--- src/design/npos_pkg.sv ---
// Shared types and constants for the nth pattern occurrence search block.
package npos_pkg;

    localparam int DATA_W      = 8;
    localparam int IDX_W       = 4;
    localparam int LEN_W       = 5;
    localparam int SKIP_W      = 16;
    localparam int OFF_W       = 16;
    localparam int PADDR_W     = 3;
    localparam int PDATA_W     = 32;
    localparam int QUEUE_DEPTH = 4;
    localparam int QPTR_W      = 2;
    localparam int QCNT_W      = 3;

    localparam logic [OFF_W-1:0]  POS_SAT    = 16'hFFFF;
    localparam logic [QCNT_W-1:0] QCNT_FULL  = 3'd4;

    // Register index, taken from paddr[2]
    localparam logic REG_LEN  = 1'b0;
    localparam logic REG_SKIP = 1'b1;

    typedef enum logic [0:0] {
        KIND_PATTERN = 1'b0,
        KIND_TEXT    = 1'b1
    } t_kind;

    typedef struct packed {
        t_kind             kind;
        logic              wr_en;
        logic [IDX_W-1:0]  idx;
        logic [DATA_W-1:0] data;
        logic              last;
    } t_cmd;

    typedef struct packed {
        logic [LEN_W-1:0]  len;
        logic [SKIP_W-1:0] skip;
    } t_cfg;

    typedef struct packed {
        logic             found;
        logic [OFF_W-1:0] offset;
    } t_res;

endpackage

--- src/design/npos_front.sv ---
// Input side: takes transfers, classifies them and queues them for the search core.
module npos_front #(
    parameter int PATTERN_MAX = 16
) (
    input  logic                      i_clk,
    input  logic                      i_rst_n,
    input  logic                      i_valid,
    output logic                      o_ready,
    input  logic                      i_op,
    input  logic [npos_pkg::DATA_W-1:0] i_data,
    input  logic [npos_pkg::IDX_W-1:0]  i_idx,
    input  logic                      i_last,
    output npos_pkg::t_cmd            o_cmd,
    output logic                      o_cmd_valid,
    input  logic                      i_cmd_pop
);
    import npos_pkg::*;

    t_cmd              r_q [QUEUE_DEPTH];
    logic [QPTR_W-1:0] r_wp, n_wp;
    logic [QPTR_W-1:0] r_rp, n_rp;
    logic [QCNT_W-1:0] r_cnt, n_cnt;
    logic              r_run;
    logic              push;
    t_cmd              cmd_in;

    assign o_ready     = r_run && (r_cnt != QCNT_FULL);
    assign push        = i_valid && o_ready;
    assign o_cmd_valid = (r_cnt != '0);
    assign o_cmd       = r_q[r_rp];

    // Tag the item and check the pattern index against the store depth
    always_comb begin
        cmd_in.kind  = t_kind'(i_op);
        cmd_in.wr_en = (t_kind'(i_op) == KIND_PATTERN) && (int'(i_idx) < PATTERN_MAX);
        cmd_in.idx   = i_idx;
        cmd_in.data  = i_data;
        cmd_in.last  = i_last;
    end

    always_comb begin
        n_wp  = push ? r_wp + QPTR_W'(1) : r_wp;
        n_rp  = i_cmd_pop ? r_rp + QPTR_W'(1) : r_rp;
        n_cnt = r_cnt + QCNT_W'(push) - QCNT_W'(i_cmd_pop);
    end

    always_ff @(posedge i_clk) begin
        if (!i_rst_n) begin
            r_wp  <= '0;
            r_rp  <= '0;
            r_cnt <= '0;
            r_run <= 1'b0;
        end else begin
            r_wp  <= n_wp;
            r_rp  <= n_rp;
            r_cnt <= n_cnt;
            r_run <= 1'b1;
        end
    end

    always_ff @(posedge i_clk) begin
        if (push) begin
            r_q[r_wp] <= cmd_in;
        end
    end

endmodule

--- src/design/npos_back.sv ---
// Search core: pattern store, text window, match check and result register.
module npos_back #(
    parameter int PATTERN_MAX = 16
) (
    input  logic           i_clk,
    input  logic           i_rst_n,
    input  npos_pkg::t_cmd i_cmd,
    input  logic           i_cmd_valid,
    output logic           o_cmd_pop,
    input  npos_pkg::t_cfg i_cfg,
    output logic           o_res_valid,
    output npos_pkg::t_res o_res,
    input  logic           i_res_ready
);
    import npos_pkg::*;

    localparam int LW = $clog2(PATTERN_MAX + 1);

    logic [DATA_W-1:0]                   r_pat [PATTERN_MAX];
    logic [PATTERN_MAX-1:0][DATA_W-1:0]  r_win, n_win, win_sh;
    logic [PATTERN_MAX*DATA_W-1:0]       rv_flat, al_flat;
    logic [OFF_W-1:0]                    r_pos, n_pos, off;
    logic [SKIP_W-1:0]                   r_seen, n_seen;
    logic [LW-1:0]                       r_guard, n_guard, g_inc, len, sh;
    logic                                r_done, n_done;
    logic                                r_out_valid, n_out_valid;
    t_res                                r_res, n_res;
    logic [PATTERN_MAX-1:0]              eq;
    logic                                hit, text_go, pat_go;

    assign o_cmd_pop   = i_cmd_valid && (!r_out_valid || i_res_ready);
    assign text_go     = o_cmd_pop && (i_cmd.kind == KIND_TEXT);
    assign pat_go      = o_cmd_pop && (i_cmd.kind == KIND_PATTERN) && i_cmd.wr_en;
    assign o_res_valid = r_out_valid;
    assign o_res       = r_res;

    // Clamp the configured length to the store depth
    always_comb begin
        if (int'(i_cfg.len) > PATTERN_MAX) begin
            len = LW'(PATTERN_MAX);
        end else begin
            len = LW'(i_cfg.len);
        end
    end

    // Window after shifting in the new byte; entry 0 is the newest
    always_comb begin
        win_sh[0] = i_cmd.data;
        for (int k = 1; k < PATTERN_MAX; k++) begin
            win_sh[k] = r_win[k-1];
        end
    end

    // Reverse the window and shift it down so that text byte j lines up with
    // pattern byte j of the active length
    always_comb begin
        for (int j = 0; j < PATTERN_MAX; j++) begin
            rv_flat[j*DATA_W +: DATA_W] = win_sh[PATTERN_MAX-1-j];
        end
        sh      = LW'(PATTERN_MAX) - len;
        al_flat = rv_flat >> {sh, 3'b000};
        for (int j = 0; j < PATTERN_MAX; j++) begin
            eq[j] = (j >= int'(len)) || (al_flat[j*DATA_W +: DATA_W] == r_pat[j]);
        end
        hit = &eq;
    end

    assign g_inc = (r_guard < LW'(PATTERN_MAX)) ? r_guard + LW'(1) : r_guard;
    assign off   = (r_pos == POS_SAT) ? POS_SAT : r_pos - (OFF_W'(len) - OFF_W'(1));

    always_comb begin
        n_win       = r_win;
        n_pos       = r_pos;
        n_seen      = r_seen;
        n_guard     = r_guard;
        n_done      = r_done;
        n_out_valid = r_out_valid && !i_res_ready;
        n_res       = r_res;
        if (text_go) begin
            if (!r_done) begin
                n_win   = win_sh;
                n_pos   = (r_pos == POS_SAT) ? r_pos : r_pos + OFF_W'(1);
                n_guard = g_inc;
                if (len == '0) begin
                    n_out_valid  = 1'b1;
                    n_res.found  = 1'b1;
                    n_res.offset = '0;
                    n_done       = 1'b1;
                end else if ((g_inc >= len) && hit) begin
                    if (r_seen >= i_cfg.skip) begin
                        n_out_valid  = 1'b1;
                        n_res.found  = 1'b1;
                        n_res.offset = off;
                        n_done       = 1'b1;
                    end else begin
                        // Passed-over match: resume just past its end
                        n_seen  = r_seen + SKIP_W'(1);
                        n_guard = '0;
                    end
                end
            end
            if (i_cmd.last) begin
                if (!n_done) begin
                    n_out_valid  = 1'b1;
                    n_res.found  = 1'b0;
                    n_res.offset = '0;
                end
                n_win   = '0;
                n_pos   = '0;
                n_seen  = '0;
                n_guard = '0;
                n_done  = 1'b0;
            end
        end
    end

    always_ff @(posedge i_clk) begin
        if (!i_rst_n) begin
            r_win       <= '0;
            r_pos       <= '0;
            r_seen      <= '0;
            r_guard     <= '0;
            r_done      <= 1'b0;
            r_out_valid <= 1'b0;
        end else begin
            r_win       <= n_win;
            r_pos       <= n_pos;
            r_seen      <= n_seen;
            r_guard     <= n_guard;
            r_done      <= n_done;
            r_out_valid <= n_out_valid;
        end
    end

    always_ff @(posedge i_clk) begin
        r_res <= n_res;
    end

    always_ff @(posedge i_clk) begin
        for (int j = 0; j < PATTERN_MAX; j++) begin
            if (pat_go && (int'(i_cmd.idx) == j)) begin
                r_pat[j] <= i_cmd.data;
            end
        end
    end

endmodule

--- src/design/nth_pattern_occurrence_search.sv ---
// Top level of the nth pattern occurrence search: stream ports, register port, front and core.
//
//  channel   direction  handshake              payload
//  s_axis    in         tvalid/tready          tdata {pattern_index, data_byte}, tuser op,
//                                              tlast last_text
//  m_axis    out        tvalid/tready          tdata match_offset, tuser found
//  apb       in/out     psel/penable/pready    pattern_length @0x0, occurrences_to_skip @0x4
//
// Throughput is one transfer per cycle on s_axis, pattern loads and text bytes alike, while the
// queue has room; the core retires one queued item per cycle while m_axis is not stalled,
// bounded by its single window compare. After the input transfer that causes it, a result
// passes through the queue entry, then the core result register; queued items ahead delay it.
// Reset is synchronous and active low; s_axis_tready stays low until the cycle after it.
// A stalled m_axis holds the result; the 4-entry queue keeps taking input until full.
module nth_pattern_occurrence_search #(
    parameter int PATTERN_MAX = 16
) (
    input  logic                          i_clk,
    input  logic                          i_rst_n,
    // stream in
    input  logic                          s_axis_tvalid,
    output logic                          s_axis_tready,
    input  logic [15:0]                   s_axis_tdata,   // [7:0] data_byte, [11:8] pattern_index
    input  logic [0:0]                    s_axis_tuser,   // [0] op
    input  logic                          s_axis_tlast,
    // stream out
    output logic                          m_axis_tvalid,
    input  logic                          m_axis_tready,
    output logic [15:0]                   m_axis_tdata,   // [15:0] match_offset
    output logic [0:0]                    m_axis_tuser,   // [0] found
    // register port
    input  logic                          psel,
    input  logic                          penable,
    input  logic                          pwrite,
    input  logic [npos_pkg::PADDR_W-1:0]  paddr,
    input  logic [npos_pkg::PDATA_W-1:0]  pwdata,
    output logic [npos_pkg::PDATA_W-1:0]  prdata,
    output logic                          pready
);
    import npos_pkg::*;

    logic [LEN_W-1:0]  r_len;
    logic [SKIP_W-1:0] r_skip;
    t_cfg              cfg;
    t_cmd              cmd;
    logic              cmd_valid, cmd_pop;
    t_res              res;
    logic              wr_go;

    // Register writes complete in the access cycle; the block never waits
    assign pready = 1'b1;
    assign wr_go  = psel && penable && pwrite;

    always_ff @(posedge i_clk) begin
        if (!i_rst_n) begin
            r_len  <= '0;
            r_skip <= '0;
        end else if (wr_go) begin
            case (paddr[2])
                REG_LEN:  r_len  <= pwdata[LEN_W-1:0];
                REG_SKIP: r_skip <= pwdata[SKIP_W-1:0];
                default:  ;
            endcase
        end
    end

    always_comb begin
        case (paddr[2])
            REG_LEN:  prdata = PDATA_W'(r_len);
            REG_SKIP: prdata = PDATA_W'(r_skip);
            default:  prdata = '0;
        endcase
    end

    assign cfg.len  = r_len;
    assign cfg.skip = r_skip;

    // Front: accept and queue
    npos_front #(
        .PATTERN_MAX (PATTERN_MAX)
    ) u_front (
        .i_clk       (i_clk),
        .i_rst_n     (i_rst_n),
        .i_valid     (s_axis_tvalid),
        .o_ready     (s_axis_tready),
        .i_op        (s_axis_tuser[0]),
        .i_data      (s_axis_tdata[7:0]),
        .i_idx       (s_axis_tdata[11:8]),
        .i_last      (s_axis_tlast),
        .o_cmd       (cmd),
        .o_cmd_valid (cmd_valid),
        .i_cmd_pop   (cmd_pop)
    );

    // Back: window compare, counting and result
    npos_back #(
        .PATTERN_MAX (PATTERN_MAX)
    ) u_back (
        .i_clk       (i_clk),
        .i_rst_n     (i_rst_n),
        .i_cmd       (cmd),
        .i_cmd_valid (cmd_valid),
        .o_cmd_pop   (cmd_pop),
        .i_cfg       (cfg),
        .o_res_valid (m_axis_tvalid),
        .o_res       (res),
        .i_res_ready (m_axis_tready)
    );

    assign m_axis_tdata    = res.offset;
    assign m_axis_tuser[0] = res.found;

endmodule

--- config.mk ---
export PLATFORM = sky130hd
export DESIGN_NAME = nth_pattern_occurrence_search
export DESIGN_NICKNAME = d
export VERILOG_FILES = /design/src/design/npos_pkg.sv /design/src/design/npos_front.sv /design/src/design/npos_back.sv /design/src/design/nth_pattern_occurrence_search.sv
export SDC_FILE = /design/constraint.sdc
export NUM_CORES = 1
export LEC_CHECK = 0
export ABC_AREA = 1
export BUFFER_PORTS_ARGS = -buffer_cell sky130_fd_sc_hd__buf_4
export CORE_UTILIZATION = 58
export CTS_BUF_LIST = sky130_fd_sc_hd__clkbuf_2 sky130_fd_sc_hd__clkbuf_4 sky130_fd_sc_hd__clkbuf_8
export CTS_CLUSTER_SIZE = 16
export DETAILED_ROUTE_END_ITERATION = 10
export HOLD_SLACK_MARGIN = 0.1
export PLACE_DENSITY = 0.79
export SLEW_MARGIN = 25
export SYNTH_ARGS = -nofsm -noshare
export SYNTH_HDL_FRONTEND = slang
export SYNTH_SLANG_ARGS = --single-unit
--- constraint.sdc ---
create_clock -name i_clk -period 3.8 [get_ports i_clk]
set_clock_uncertainty 0.05 [all_clocks]
set_input_delay 0.76 -clock i_clk [delete_from_list [all_inputs] [get_ports i_clk]]
set_output_delay 0.76 -clock i_clk [all_outputs]
set_load 0.005 [all_outputs]
# Word level (Yosys, flattened, before mapping)

Memories as Yosys holds them, arrays and structs flattened. A register that Yosys moved wholly into a read port is not among the register bits.
Cells that the tools add are included.

Reduce and logical (&&, ||, !) cells: 70
$lt $le $gt $ge: 20
$add $sub $neg: 10
Bitwise operators: 3
Equal/unequal tests: 37
Muxes and demuxes: 120
Shift operators: 1

Operators with widths:

| operator              | count |
|---|---|
| $mux 120              | 2 |
| $mux 16               | 9 |
| $eq 8x8->1            | 16 |
| $shr 128x8->128       | 1 |
| $mux 8                | 15 |
| $reduce_or 8->1       | 15 |
| $mux 17               | 6 |
| $pmux 32 s2           | 1 |
| $mux 1                | 63 |
| $mux 4                | 15 |
| $ge 4x5->1 const A    | 8 |
| $mux 5                | 7 |
| $add 16x1->16 const B | 2 |
| $eq 4x4->1 const B    | 8 |
| $logic_and 1x1->1     | 26 |
| $ge 3x5->1 const A    | 4 |
| $logic_or 1x1->1      | 17 |
| $eq 16x16->1 const B  | 1 |
| $eq 4x3->1 const B    | 4 |
| $ge 16x16->1          | 1 |
| $reduce_and 16->1     | 1 |
| $sub 16x16->16        | 1 |
| $ge 1x5->1 const A    | 2 |
| $ge 2x5->1 const A    | 2 |
| 23 further kinds      | 34 |

Memories kept: 2
Input port bits: 60
Memory bits (writable): 188
Output and inout port bits: 52
Bits in registers: 205
Logic and storage cells: 291

Memories:

| memory       | words | width | rd ports | clocked after memory_dff | wr ports | RTL line         | text |
|---|---|---|---|---|---|---|---|
| u_back.r_pat | 16    | 8     | 16       | 0                        | 1        | npos_back.sv:19  | `logic [DATA_W-1:0] r_pat [PATTERN_MAX];` |
| u_front.r_q  | 4     | 15    | 1        | 1                        | 1        | npos_front.sv:19 | `t_cmd r_q [QUEUE_DEPTH];` |

# Logic depth before layout (Yosys ltp)

Depth after elaboration: 24
Depth in mapped cells: 32
Gate-level depth less buffers: 29

# Hierarchy

Synthesis repeated with hierarchy kept, for this count alone.

Cells, all modules: 3,706
Area total of the unflattened synthesis: 25,187.9 um2

Modules (own cells, without submodules):

| module                        | area an instance (um2) | cells an instance | times used |
|---|---|---|---|
| npos_back                     | 21,182.8               | 3,303             | 1 |
| npos_front                    | 2,790.2                | 209               | 1 |
| nth_pattern_occurrence_search | 1,214.9                | 194               | 1 |

# Worst setup path after synthesis

OpenSTA, ideal clock, no wires.

Path kind: register -> register
From: reg r_len[0]
To: reg u_back.r_res (netlist bit u_back.o_res[14]), data pin
Stages on the path, launching flop included: 26
Path slack: -0.237 ns
Library setup time: 0.257 ns
Buffers on the path: 7
Data arrival time: 3.730 ns
Cells stage by stage: dfxtp_1 > buf_4 > inv_2 > nor2_2 > buf_6 > buf_4 > buf_4 > ha_1 > buf_4 > inv_1 > buf_2 > clkbuf_1 > fa_1 > nand3_1 > nand2_1 > nand4_1 > nand3_1 > a21boi_0 > o21ai_0 > a21oi_1 > o21bai_1 > xor2_1 > nor2_1 > nand4_1 > a21boi_0 > nor2_1

Longest elaborated chain between the ends: 14
Elaborated cells on any way between the ends: 69
Those cells by class: add/sub (3); order compare (18); eq/ne (16); shift (1); mux (12); reduce/logical (19)

RTL lines:

| element                  | RTL line                            | text |
|---|---|---|
| start: declaration       | nth_pattern_occurrence_search.sv:42 | `logic [LEN_W-1:0] r_len;` |
| start signal: assignment | nth_pattern_occurrence_search.sv:60 | `REG_LEN: r_len <= pwdata[LEN_W-1:0];` |
| $gt 5x5->1               | npos_back.sv:39                     | `if (int'(i_cfg.len) > PATTERN_MAX) begin` |
| $mux 5 *                 | npos_back.sv:39                     |  |
| $sub 5x5->5              | npos_back.sv:60                     | `sh = LW'(PATTERN_MAX) - len;` |
| $shr 128x8->128          | npos_back.sv:61                     | `al_flat = rv_flat >> {sh, 3'b000};` |
| $eq 8x8->1               | npos_back.sv:63                     | `eq[j] = (j >= int'(len)) \|\| (al_flat[j*DATA_W +: DATA_W] == r_pat[j]);` |
| $logic_or 1x1->1         | npos_back.sv:63                     |  |
| $reduce_and 16->1        | npos_back.sv:65                     | `hit = &eq;` |
| $logic_and 1x1->1        | npos_back.sv:89                     | `end else if ((g_inc >= len) && hit) begin` |
| $mux 1                   | npos_back.sv:89                     |  |
| $mux 1                   | npos_back.sv:84                     | `if (len == '0) begin` |
| $mux 1                   | npos_back.sv:80                     | `if (!r_done) begin` |
| $mux 1                   | npos_back.sv:79                     | `if (text_go) begin` |
| $mux 17                  | npos_back.sv:103                    | `if (!n_done) begin` |
| $mux 17 *                | npos_back.sv:102                    | `if (i_cmd.last) begin` |
| end signal: assignment   | npos_back.sv:136                    | `r_res <= n_res;` |
| end: declaration         | npos_back.sv:27                     | `t_res r_res, n_res;` |

Mark *: on every way between the ends. The rest lies on a longest branch, timed or not. The select of a mux whose other input is x is not followed.
A chain may end at the register's enable or synchronous reset.

# Final worst setup path

From: reg r_len[3]
To: reg u_back.r_res (netlist bit u_back.o_res[12]), data pin

Same word-level chain as after synthesis.

==> impl_metrics.py <==
metrics = {
    "flow_run": {
        "maxCapViolations": 0,
    },
    "worst_setup_path": {
        "timing.critical_path.slowest_cell_delay_ps": 350,
        "critical_path.startpoint_type": "register",
        "endpoint_kind": "register",
        "cp.arrival_ps": 4580,
        "critical_path.max_fanout": 6,
        "crit_required_ps": 4260,
        "worst-setup-path-type": "register to register",
        "cpMaxStageDelayCell": "sky130_fd_sc_hd__ha_1",
    },
    "global_routing": {
        "grt_pass1_wl_um": 122000,
        "grt_util_all_layers_pct": 35.4,
        "grt_antenna_before_repair": 2,
        "first_global_vias": 23400,
        "grt_overflow_total": 0,
        "grt_start_max_net_pins": 142,
    },
    "die": {
        "core_area_um2": 41200,
        "die-width_um": 208,
        "ios": 112,
        "floorplan.die_area_um2": 43100,
        "placementRows": 74,
        "die_height_um": 208,
        "initial_utilization_pct": 59.5,
    },
    "power_and_ir_drop": {
        "switching_share_pct": 38.7,
        "internal_power_mw": 9.52,
        "p_clk_share_pct": 27.6,
        "vdd.ir_drop.worst_v": 0.000712,
        "seq_power_share_pct": 34.9,
        "powerDensity_nw_per_um2": 521,
        "cellLeakagePower_nw": 12.7,
        "share_comb_of_total_power_pct": 37.5,
        "switchingPower_mw": 6.01,
    },
    "routing": {
        "firstDrtPassIters": 8,
        "dr_total_vias": 25100,
        "drt_iter0_markers": 2721,
        "wire_per_inst_um": 17.9,
        "drt.antenna.violating_nets": 0,
        "via_density_per_instance": 5.81,
        "detail_route.wirelength_um": 77400,
        "drcViolationCount": 0,
    },
    "logic_synthesis": {
        "synth_largest_area_cell": "sky130_fd_sc_hd__edfxtp_1",
        "synth_top_cell_area_share_pct": 25.1,
        "syn_area_um2": 24500,
        "mean_cell_area_of_the_mapped_netlist_um2": 7.07,
        "synthMostInstantiatedCell": "sky130_fd_sc_hd__nand2_1",
        "synth_edf_count": 205,
        "yosys-top-cells-area": "sky130_fd_sc_hd__edfxtp_1, sky130_fd_sc_hd__nand2_1, sky130_fd_sc_hd__dfxtp_1, sky130_fd_sc_hd__nand3_1, sky130_fd_sc_hd__a21oi_1",
        "synth.lib_cells_used.distinct": 55,
        "yosysSeqAreaShare_pct": 40.7,
        "synthesis.instances": 3465,
        "synth-main-ff-cell": "sky130_fd_sc_hd__edfxtp_1",
        "number_of_warning_messages_in_the_yosys_log": 0,
        "yosys_register_bits": 395,
        "netlist_top_cells_count": "sky130_fd_sc_hd__nand2_1, sky130_fd_sc_hd__nand3_1, sky130_fd_sc_hd__inv_1",
        "synth-async-reset-ratio_pct": 0,
    },
    "timing": {
        "hold_viol": 0,
        "rsz0062_at_grt": "yes",
        "fin_hold_ws_ps": 247,
        "fmaxAchievable_mhz": 243,
        "max-slew-margin-rel_pct": 40.3,
        "slew_violations": 0,
        "min_period_ps": 4120,
        "final-setup-viol-count": 40,
        "worst-slew-pin-transition_ps": 892,
        "post-route-period-util_pct": 108,
        "layout_setup_ws_ps": -316,
    },
    "placement": {
        "finalWeightedCongestion": 1.01,
        "portBuffers": 72,
        "dpl_cell_area_um2": 27200,
        "placedCellCount": 4149,
        "dp.final_hpwl_um": 53500,
        "dpl_worst_slack_ps": -230,
    },
    "layout": {
        "drive_above_1_share_pct": 17.4,
        "final_cells": 4322,
        "finish.instance_area_um2": 29800,
        "layout.core_utilization_pct": 72.3,
        "area_delta_synth_final_pct": 21.6,
        "final_net_count": 3846,
    },
    "run_status": {
        "run_status": "finished with violations",
        "failed_checks": "setup timing",
    },
    "worst_hold_path": {
        "timing.hold.worst.class": "input pin to register",
    },
    "clock_network": {
        "tritoncts.num_buffers": 71,
        "maximum_buffer_depth_of_the_clock_tree": 3,
        "worstSkewPairLatency_ps": 660,
        "cts_tree": "yes",
        "worst_setup_hold_path_clk_slew_ps": 60,
        "clock-root-buffer": "sky130_fd_sc_hd__clkbuf_8",
        "cts.sinks": 395,
        "ctsHtreeMaxLevel": 3,
    },
}
## repair_timing
| action | in CTS | in global routing |
|---|---|---|
| pin swaps | 11 | 33 |
| cloned | 10 | 0 |
| hold endpoints to repair | 0 | 0 |
| hold buffers | 0 | 0 |
| setup buffers | 31 | 4 |
| resized for setup | 107 | 47 |
| setup endpoints to repair | 40 | 40 |
## power groups by stage
| stage | Clock, mW | Sequential, mW | Combinational (mW) |
|---|---|---|---|
| 6_report | 4.29 | 5.41 | 5.83 |
| 3_5_place_dp | 0 | 5.48 | 5.30 |
| 2_1_floorplan | 0 | 5.41 | 3.11 |
| 3_3_place_gp | 0 | 5.46 | 5.14 |
| 5_1_grt | 4.50 | 5.44 | 6.25 |
| 4_1_cts | 4.33 | 5.40 | 5.63 |
## worst max-delay path, delay by kind of cell, from the launching register on
| family | cells | cell delay, ps |
|---|---|---|
| and+or+nand+nor | 18 | 1490 |
| buffers and inverters | 9 | 1230 |
| adders and majority gates | 2 | 530 |
| DFF | 1 | 320 |
| xor gates and xnor gates | 1 | 210 |
| AOI/OAI and AO/OA | 1 | 120 |
## cells in the final DEF, fill, tap and decap left out, types with 9 or more instances in the layout
cell	Yosys	final
sky130_fd_sc_hd__nand2_1	1186	1154
sky130_fd_sc_hd__nand3_1	452	425
sky130_fd_sc_hd__buf_4	39	311
sky130_fd_sc_hd__inv_1	294	291
sky130_fd_sc_hd__a21oi_1	225	221
sky130_fd_sc_hd__edfxtp_1	205	205
sky130_fd_sc_hd__dfxtp_1	190	186
sky130_fd_sc_hd__nor2_1	178	159
sky130_fd_sc_hd__o21ai_0	132	125
sky130_fd_sc_hd__clkbuf_8	0	81
sky130_fd_sc_hd__nand4_1	76	76
sky130_fd_sc_hd__ha_1	51	49
sky130_fd_sc_hd__xor2_1	45	44
sky130_fd_sc_hd__buf_12	0	42
sky130_fd_sc_hd__nand2_2	15	35
sky130_fd_sc_hd__o21ai_1	25	31
sky130_fd_sc_hd__nand3_2	1	25
sky130_fd_sc_hd__o211ai_1	24	24
sky130_fd_sc_hd__a21oi_2	19	22
sky130_fd_sc_hd__nand3b_1	19	19
sky130_fd_sc_hd__buf_6	13	19
sky130_fd_sc_hd__conb_1	2	17
sky130_fd_sc_hd__nor2_2	3	16
sky130_fd_sc_hd__nor3_1	18	16
sky130_fd_sc_hd__clkbuf_4	0	16
sky130_fd_sc_hd__nand2_4	3	15
sky130_fd_sc_hd__xnor2_1	19	15
sky130_fd_sc_hd__o21bai_1	14	14
sky130_fd_sc_hd__clkinv_1	2	12
sky130_fd_sc_hd__clkinv_2	0	12
sky130_fd_sc_hd__nor2_4	3	9
## per-stage QoR
step / power, mW / setup TNS (ps)
final: 15.5 / -9210
after global routing: 16.2 / -15520
after CTS: 15.4 / -1720
after detailed placement: 10.8 / -5880
after global placement: 10.6 / -3100
after floorplan: 8.52 / 0
## registers in the layout (all words and copies together), names as in the netlist, 5 cells and up, named ones only
signal	cells
u_back.o_res	17
u_back.r_win	120
u_back.r_pat	128
r_skip	16
u_back.r_pos	16
r_len	5
u_back.r_guard	5
u_front.r_q	60
u_back.r_seen	16
## layout make-up
cell class	count	area, um^2
diodes	1	2.50
clock buffers	97	1230
clock inverters	32	273
fillers	3211	11400
inverters	304	1160
multi-input cells	2580	12900
flip-flops and latches	395	9960
well taps	532	666
repair buffers	381	3620
## routing by layer
metal	vias up	wire [um]	GRT usage, %
met1	11500	29900	44.5
li1	12000	-	-
met3	279	7560	6.67
met4	0	4230	19.5
met5	-	0	0
met2	1335	35700	57.5
## logic make-up (layout without fill, tap and decap cells)
| kind of cell | after synthesis | in the layout | synth area share [%] |
|---|---|---|---|
| simple gates | 1973 | 1974 | 34.5 |
| other cells | 2 | 18 | 0.0307 |
| mux | 1 | 1 | 0.0409 |
| fa+ha+maj | 53 | 53 | 2.77 |
| flops | 395 | 395 | 40.7 |
| compound gates | 471 | 471 | 10.7 |
| xor+xnor | 64 | 64 | 2.29 |
| buf+inv | 506 | 814 | 9.05 |
## worst paths after layout
| kind | startpoint | slack (ps) | cells after the start | end |
|---|---|---|---|---|
| setup / recovery | r_len[3] | -320 | 31 | u_back.o_res[12] |
| hold / removal | s_axis_tdata[7] | 250 | 1 | u_front.r_q[0][8] |
| setup reg to reg | r_len[3] | -320 | 31 | u_back.o_res[12] |
| hold reg to reg | u_back.r_win[116] | 420 | 2 | u_back.r_win[116] |
Power figures use the tool's default switching activity.
